`config.mk`:
```
export PLATFORM = sky130hd
export DESIGN_NAME = ps2_mouse_cursor_tracker_core
export DESIGN_NICKNAME = d
export VERILOG_FILES = /design/src/hdl/pmct_pkg.sv /design/src/hdl/ps2_mouse_cursor_tracker_core.sv
export SDC_FILE = /design/constraint.sdc
export NUM_CORES = 1
export LEC_CHECK = 0
export BUFFER_PORTS_ARGS = -buffer_cell sky130_fd_sc_hd__buf_2
export CORE_ASPECT_RATIO = 1.4
export CORE_MARGIN = 2
export CORE_UTILIZATION = 35
export CTS_CLUSTER_DIAMETER = 200
export DETAILED_ROUTE_END_ITERATION = 6
export PLACE_DENSITY = 0.53
export SLEW_MARGIN = 0
export SYNTH_ARGS = -nofsm -noshare
export SYNTH_HDL_FRONTEND = slang
export SYNTH_SLANG_ARGS = --single-unit
```
`constraint.sdc`:
```
create_clock -name i_clk -period 7.2 [get_ports i_clk]
set_clock_uncertainty 0.05 [all_clocks]
set_input_delay 1.08 -clock i_clk [delete_from_list [all_inputs] [get_ports i_clk]]
set_output_delay 1.08 -clock i_clk [all_outputs]
set_load 0.02 [all_outputs]
```
`src/hdl/pmct_pkg.sv`:
```
// Package with the types and constants shared by the PS/2 mouse cursor tracker files.
`timescale 1ns / 1ps
`default_nettype none

package pmct_pkg;

    localparam int unsigned BYTE_W  = 8;
    localparam int unsigned SIZE_W  = 13;
    localparam int unsigned COORD_W = 12;
    localparam int unsigned MOVE_W  = 10;
    localparam int unsigned CALC_W  = 15;
    localparam int unsigned CFG_IDX_W = 1;

    typedef logic [CFG_IDX_W-1:0]    t_cfg_idx;
    typedef logic [SIZE_W-1:0]       t_size;
    typedef logic [COORD_W-1:0]      t_coord;
    typedef logic signed [MOVE_W-1:0] t_move;
    typedef logic signed [CALC_W-1:0] t_calc;

    localparam t_cfg_idx CFG_SCREEN_WIDTH  = 1'b0;
    localparam t_cfg_idx CFG_SCREEN_HEIGHT = 1'b1;

    localparam t_size SCREEN_WIDTH_RST  = 13'd1024;
    localparam t_size SCREEN_HEIGHT_RST = 13'd768;

    localparam int unsigned HDR_SYNC_BIT  = 3;
    localparam int unsigned HDR_XSIGN_BIT = 4;
    localparam int unsigned HDR_YSIGN_BIT = 5;
    localparam int unsigned HDR_XOVF_BIT  = 6;
    localparam int unsigned HDR_YOVF_BIT  = 7;

    localparam t_move MOVE_OVF_POS = 10'sd255;
    localparam t_move MOVE_OVF_NEG = -10'sd255;

    localparam t_calc MARGIN_X  = 15'sd8;
    localparam t_calc MARGIN_Y  = 15'sd18;
    localparam t_calc COORD_MAX = 15'sd4095;

    typedef enum logic [1:0] {
        PH_HEADER = 2'd0,
        PH_DX     = 2'd1,
        PH_DY     = 2'd2
    } t_phase;

endpackage

`default_nettype wire

```
`src/hdl/ps2_mouse_cursor_tracker_core.sv`:
```
// Top level of the PS/2 mouse cursor tracker: packet assembly, decode and edge clamping.
// A result appears on the output register in the cycle after the third byte is accepted.
// Throughput: one byte per cycle; the decode, add and clamp fit between the phase registers
// and the result register, and the input stalls only while a held result is stalled.
// Reset (synchronous, active low): phase idle, position (0,0), no result pending,
// screen width 1024 and height 768.
`timescale 1ns / 1ps
`default_nettype none

module ps2_mouse_cursor_tracker_core (
    input  wire logic                          i_clk,
    input  wire logic                          i_rst_n,
    input  wire logic                          i_rx_valid,
    output logic                               o_rx_stall,
    input  wire logic [pmct_pkg::BYTE_W-1:0]   i_rx_byte,
    output logic                               o_res_valid,
    input  wire logic                          i_res_stall,
    output logic [pmct_pkg::COORD_W-1:0]       o_cursor_x,
    output logic [pmct_pkg::COORD_W-1:0]       o_cursor_y,
    output logic [pmct_pkg::COORD_W-1:0]       o_prev_x,
    output logic [pmct_pkg::COORD_W-1:0]       o_prev_y,
    input  wire logic                          i_cfg_we,
    input  wire pmct_pkg::t_cfg_idx            i_cfg_idx,
    input  wire logic [pmct_pkg::SIZE_W-1:0]   i_cfg_data
);

    pmct_pkg::t_phase r_phase;
    pmct_pkg::t_phase n_phase;
    logic [pmct_pkg::BYTE_W-1:0] r_header;
    logic [pmct_pkg::BYTE_W-1:0] r_dx;
    pmct_pkg::t_coord r_pos_x;
    pmct_pkg::t_coord r_pos_y;
    pmct_pkg::t_size  r_width;
    pmct_pkg::t_size  r_height;
    logic             r_res_valid;
    logic             n_res_valid;
    pmct_pkg::t_coord r_cursor_x;
    pmct_pkg::t_coord r_cursor_y;
    pmct_pkg::t_coord r_prev_x;
    pmct_pkg::t_coord r_prev_y;

    logic             accept;
    logic             load_header;
    logic             load_dx;
    logic             produce;
    pmct_pkg::t_move  move_x;
    pmct_pkg::t_move  move_y;
    pmct_pkg::t_calc  sum_x;
    pmct_pkg::t_calc  sum_y;
    pmct_pkg::t_coord new_x;
    pmct_pkg::t_coord new_y;

    function automatic pmct_pkg::t_move movement(
        input logic [pmct_pkg::BYTE_W-1:0] mag,
        input logic                        neg,
        input logic                        ovf
    );
        pmct_pkg::t_move d;
        d = neg ? $signed({2'b11, mag}) : $signed({2'b00, mag});
        if (ovf) begin
            d = d + (neg ? pmct_pkg::MOVE_OVF_NEG : pmct_pkg::MOVE_OVF_POS);
        end
        return d;
    endfunction

    function automatic pmct_pkg::t_coord edge_clamp(
        input pmct_pkg::t_calc v,
        input pmct_pkg::t_size size,
        input pmct_pkg::t_calc margin
    );
        pmct_pkg::t_calc s;
        pmct_pkg::t_calc r;
        s = $signed({2'b00, size});
        r = v;
        if (r < 0) begin
            r = '0;
        end else if (r > s - margin) begin
            r = s - 15'sd1;
        end
        if (r < 0) begin
            r = '0;
        end
        if (r > pmct_pkg::COORD_MAX) begin
            r = pmct_pkg::COORD_MAX;
        end
        return r[pmct_pkg::COORD_W-1:0];
    endfunction

    assign o_rx_stall = r_res_valid & i_res_stall;
    assign accept     = i_rx_valid & ~o_rx_stall;

    always_comb begin
        n_phase = r_phase;
        if (accept) begin
            unique case (r_phase)
                pmct_pkg::PH_DX: n_phase = pmct_pkg::PH_DY;
                pmct_pkg::PH_DY: n_phase = pmct_pkg::PH_HEADER;
                default: begin
                    n_phase = i_rx_byte[pmct_pkg::HDR_SYNC_BIT] ? pmct_pkg::PH_DX
                                                                : pmct_pkg::PH_HEADER;
                end
            endcase
        end
    end

    always_comb begin
        load_header = 1'b0;
        load_dx     = 1'b0;
        produce     = 1'b0;
        if (accept) begin
            unique case (r_phase)
                pmct_pkg::PH_DX: load_dx = 1'b1;
                pmct_pkg::PH_DY: produce = 1'b1;
                default:         load_header = i_rx_byte[pmct_pkg::HDR_SYNC_BIT];
            endcase
        end
    end

    always_comb begin
        move_x = movement(r_dx, r_header[pmct_pkg::HDR_XSIGN_BIT],
                          r_header[pmct_pkg::HDR_XOVF_BIT]);
        move_y = movement(i_rx_byte, r_header[pmct_pkg::HDR_YSIGN_BIT],
                          r_header[pmct_pkg::HDR_YOVF_BIT]);
        sum_x  = $signed({3'b000, r_pos_x}) + pmct_pkg::t_calc'(move_x);
        sum_y  = $signed({3'b000, r_pos_y}) - pmct_pkg::t_calc'(move_y);
        new_x  = edge_clamp(sum_x, r_width, pmct_pkg::MARGIN_X);
        new_y  = edge_clamp(sum_y, r_height, pmct_pkg::MARGIN_Y);
    end

    assign n_res_valid = produce | (r_res_valid & i_res_stall);

    always_ff @(posedge i_clk) begin
        if (!i_rst_n) begin
            r_phase     <= pmct_pkg::PH_HEADER;
            r_header    <= '0;
            r_dx        <= '0;
            r_pos_x     <= '0;
            r_pos_y     <= '0;
            r_res_valid <= 1'b0;
        end else begin
            r_phase     <= n_phase;
            r_res_valid <= n_res_valid;
            if (load_header) begin
                r_header <= i_rx_byte;
            end
            if (load_dx) begin
                r_dx <= i_rx_byte;
            end
            if (produce) begin
                r_pos_x <= new_x;
                r_pos_y <= new_y;
            end
        end
    end

    always_ff @(posedge i_clk) begin
        if (!i_rst_n) begin
            r_width  <= pmct_pkg::SCREEN_WIDTH_RST;
            r_height <= pmct_pkg::SCREEN_HEIGHT_RST;
        end else if (i_cfg_we) begin
            unique case (i_cfg_idx)
                pmct_pkg::CFG_SCREEN_WIDTH:  r_width  <= i_cfg_data;
                pmct_pkg::CFG_SCREEN_HEIGHT: r_height <= i_cfg_data;
                default: ;
            endcase
        end
    end

    always_ff @(posedge i_clk) begin
        if (produce) begin
            r_cursor_x <= new_x;
            r_cursor_y <= new_y;
            r_prev_x   <= r_pos_x;
            r_prev_y   <= r_pos_y;
        end
    end

    assign o_res_valid = r_res_valid;
    assign o_cursor_x  = r_cursor_x;
    assign o_cursor_y  = r_cursor_y;
    assign o_prev_x    = r_prev_x;
    assign o_prev_y    = r_prev_y;

endmodule

`default_nettype wire

```
==> flow_summary.toml <==
[placement]
gp_congestion = 0.9051
hpwl_mm = 17.28
portBuffers = 76

[grt]
grt_overflow = 0
grt_pass1_vias = 6569
gr-usage-all-layers_pct = 18.67
antenna_found_initial = 0
grt_max_degree = 44
grt_pass1_wl_mm = 35.00

[clock_network]
path_clk_slew_ps = 50
clockBufferDepth = 2
cts_root_buf = "clkbuf_16"
ctsHtreeMaxLevel = 4
cts_tree = "done"
cts.repair.resized = 0
cts_sinks = 113
hold_buffers = 0
cts_setup_buffers = 0
numCtsBuffers = 17
clk_latency_ps = 430

[route]
firstDrtPassIters = 4
post-route-drc-count = 0
wl_per_cell_um = 17.21
num_vias = 6739
wirelength_mm = 22.18
ant_nets = 0
drt_iter0_markers = 311
vias_per_cell = 5.228

[logic_synthesis]
syn_nets = 1017
synth.yosys.warnings = 0
avgSynthCellArea_um2 = 8.819
netlist_area_um2 = 8060
yosysSeqAreaShare_pct = 34.03
netlist_instances = 914
synth_edf_count = 48
ys_types = 66
synthArstFlopShare_pct = 0
ys_ff_latch = 113
synth_flop_cell = "dfxtp_1"

[worst_setup_path]
reg2reg_depth = 26
cp_max_fo = 23
cpMaxStageDelayCell = "a211oi_2"
crit_path_start_kind = "input pin"
critPathTopFamily = "compound AO/OA/AOI/OAI gates"
crit_type = "input pin to flip-flop"
cp_num_buf_inv = 2
path_common_cell = "a21oi_1"
cp.arrival_ps = 6610
cp.depth = 26
crit_required_ps = 7480
end_kind = "flip-flop"
cpPeakStageDelay_ps = 560

[layout]
nets = 1078
drive_above_1_share_pct = 14.57
antennaDiodeCount = 0
mostFrequentLayoutCell = "nand2_1"
synthToLayoutAreaGrowth_pct = 16.33
final_cell_mix = "nand2_1 (124), buf_2 (76), ha_1 (72)"

[timing]
tightest_slew_ps = 1097
hold_violations = 0
rsz0062_at_grt = "no"
fin_crit_ps = 6338
tns_ps = 0
slew_violations = 0
relSlewSlack_pct = 26.57
hold-worst-slack_ps = 422.5
period_share_pct = 88.03
setup_viol = 0
fmax_ghz = 0.1578

[min_path]
min_path_cells = 0
hp-class = "flip-flop to flip-flop"

[floorplanning]
io_pins = 77
start_util_pct = 35.65
die_area_um2 = 24280
die_y_um = 183.6
num_rows = 65
core-area_um2 = 22610
dieWidth_um = 132.3

[pwr]
p_leak_nw = 3.927
powerDensity_nw_per_um2 = 225.2
ir_worst_vdd_mv = 0.1635

[job]
cap_violations = 0

[run_status]
status = "completed"
==> metal layers <==
metal	up-vias	GRT usage, %	wire (µm)
met1	3122	19.91	8846
met2	153	33.90	11340
met5	-	0	0
li1	3404	-	-
met3	60	3.116	729
met4	0	12.30	1262
==> kinds of logic after synthesis <==
group	share of synthesized area [%]
AO/OA/AOI/OAI	18.55
XOR/XNOR	8.740
adder cells (fa/ha/maj)	12.17
buffers and inverters	4.176
flip-flops	34.03
multiplexers	3.477
AND/OR/NAND/NOR	18.86
==> layout make-up <==
| type | count | area, µm² |
|---|---|---|
| clock buffer | 18 | 439.2 |
| inverter | 40 | 150.1 |
| tap | 301 | 376.6 |
| fill | 2307 | 13230 |
| sequential | 113 | 2743 |
| timing repair buffer | 85 | 447.9 |
| multi-input combinational | 718 | 4985 |
| clock inverter | 14 | 235.2 |
==> flip-flops by register name, indices dropped and copies added, names as in the netlist, 2 cells and up <==
signal	count
r_pos_x	12
o_prev_y	12
r_phase	2
r_pos_y	12
r_dx	8
r_height	13
r_width	13
o_cursor_y	12
o_prev_x	12
o_cursor_x	12
r_header	4
==> metrics by stage <==
step,total power [mW],cells,worst slack (ps),utilization [%],area [µm²]
CTS,2.126,1289,963.7,41.47,9376
global placement,1.149,1257,665.9,38.49,8702
finish,2.111,1289,862.2,41.47,9376
detailed placement,1.148,1257,553.3,38.49,8702
floorplan,1.035,914,1316,-,8060
global route,2.207,1289,291.0,41.47,9376
==> cells in the mapped netlist (3+ instances only) <==
library cell	instances	area, µm²
nand2_1	124	465.5
ha_1	72	900.9
dfxtp_1	65	1301
a21oi_1	62	310.3
nor2_1	56	210.2
edfxtp_1	48	1441
xnor2_1	46	402.9
inv_1	40	150.1
nor3_1	36	180.2
a21boi_0	35	262.8
clkbuf_1	32	120.1
xor2_1	30	262.8
o21ai_0	28	140.1
nor2b_1	23	143.9
mux2i_1	19	190.2
nand3_1	16	80.08
o31ai_1	15	112.6
o221ai_1	13	113.9
a311oi_1	10	87.58
nand2b_1	10	62.56
o21a_1	10	75.07
a21o_1	8	60.06
mux2_2	8	90.09
nand4_1	8	50.05
o21bai_1	7	52.55
and2_1	6	37.54
and3_1	6	37.54
nor4_1	6	37.54
buf_2	5	25.02
nor3b_1	5	37.54
fa_1	4	80.08
or3_1	4	25.02
a211o_1	3	26.28
a211oi_1	3	22.52
buf_4	3	22.52
nand3b_1	3	22.52
o211ai_1	3	22.52
or2_2	3	18.77
==> final timing paths <==
check	start	endpoint	slack [ps]
worst min register to register	r_pos_y[0]	o_prev_y[0]	420
worst min-delay path	r_pos_y[0]	o_prev_y[0]	420
worst max-delay path	i_rx_byte[1]	r_pos_y[2]	860
worst max register to register	r_header[5]	r_pos_y[2]	880
==> power breakdown <==
part | leakage, nW | internal [mW] | switching, mW | total [mW]
registers | 0.975 | 0.687 | 0.0222 | 0.709
clock network | 0.322 | 0.657 | 0.318 | 0.975
logic | 2.63 | 0.168 | 0.259 | 0.427
(Power assumes the default switching activity.)
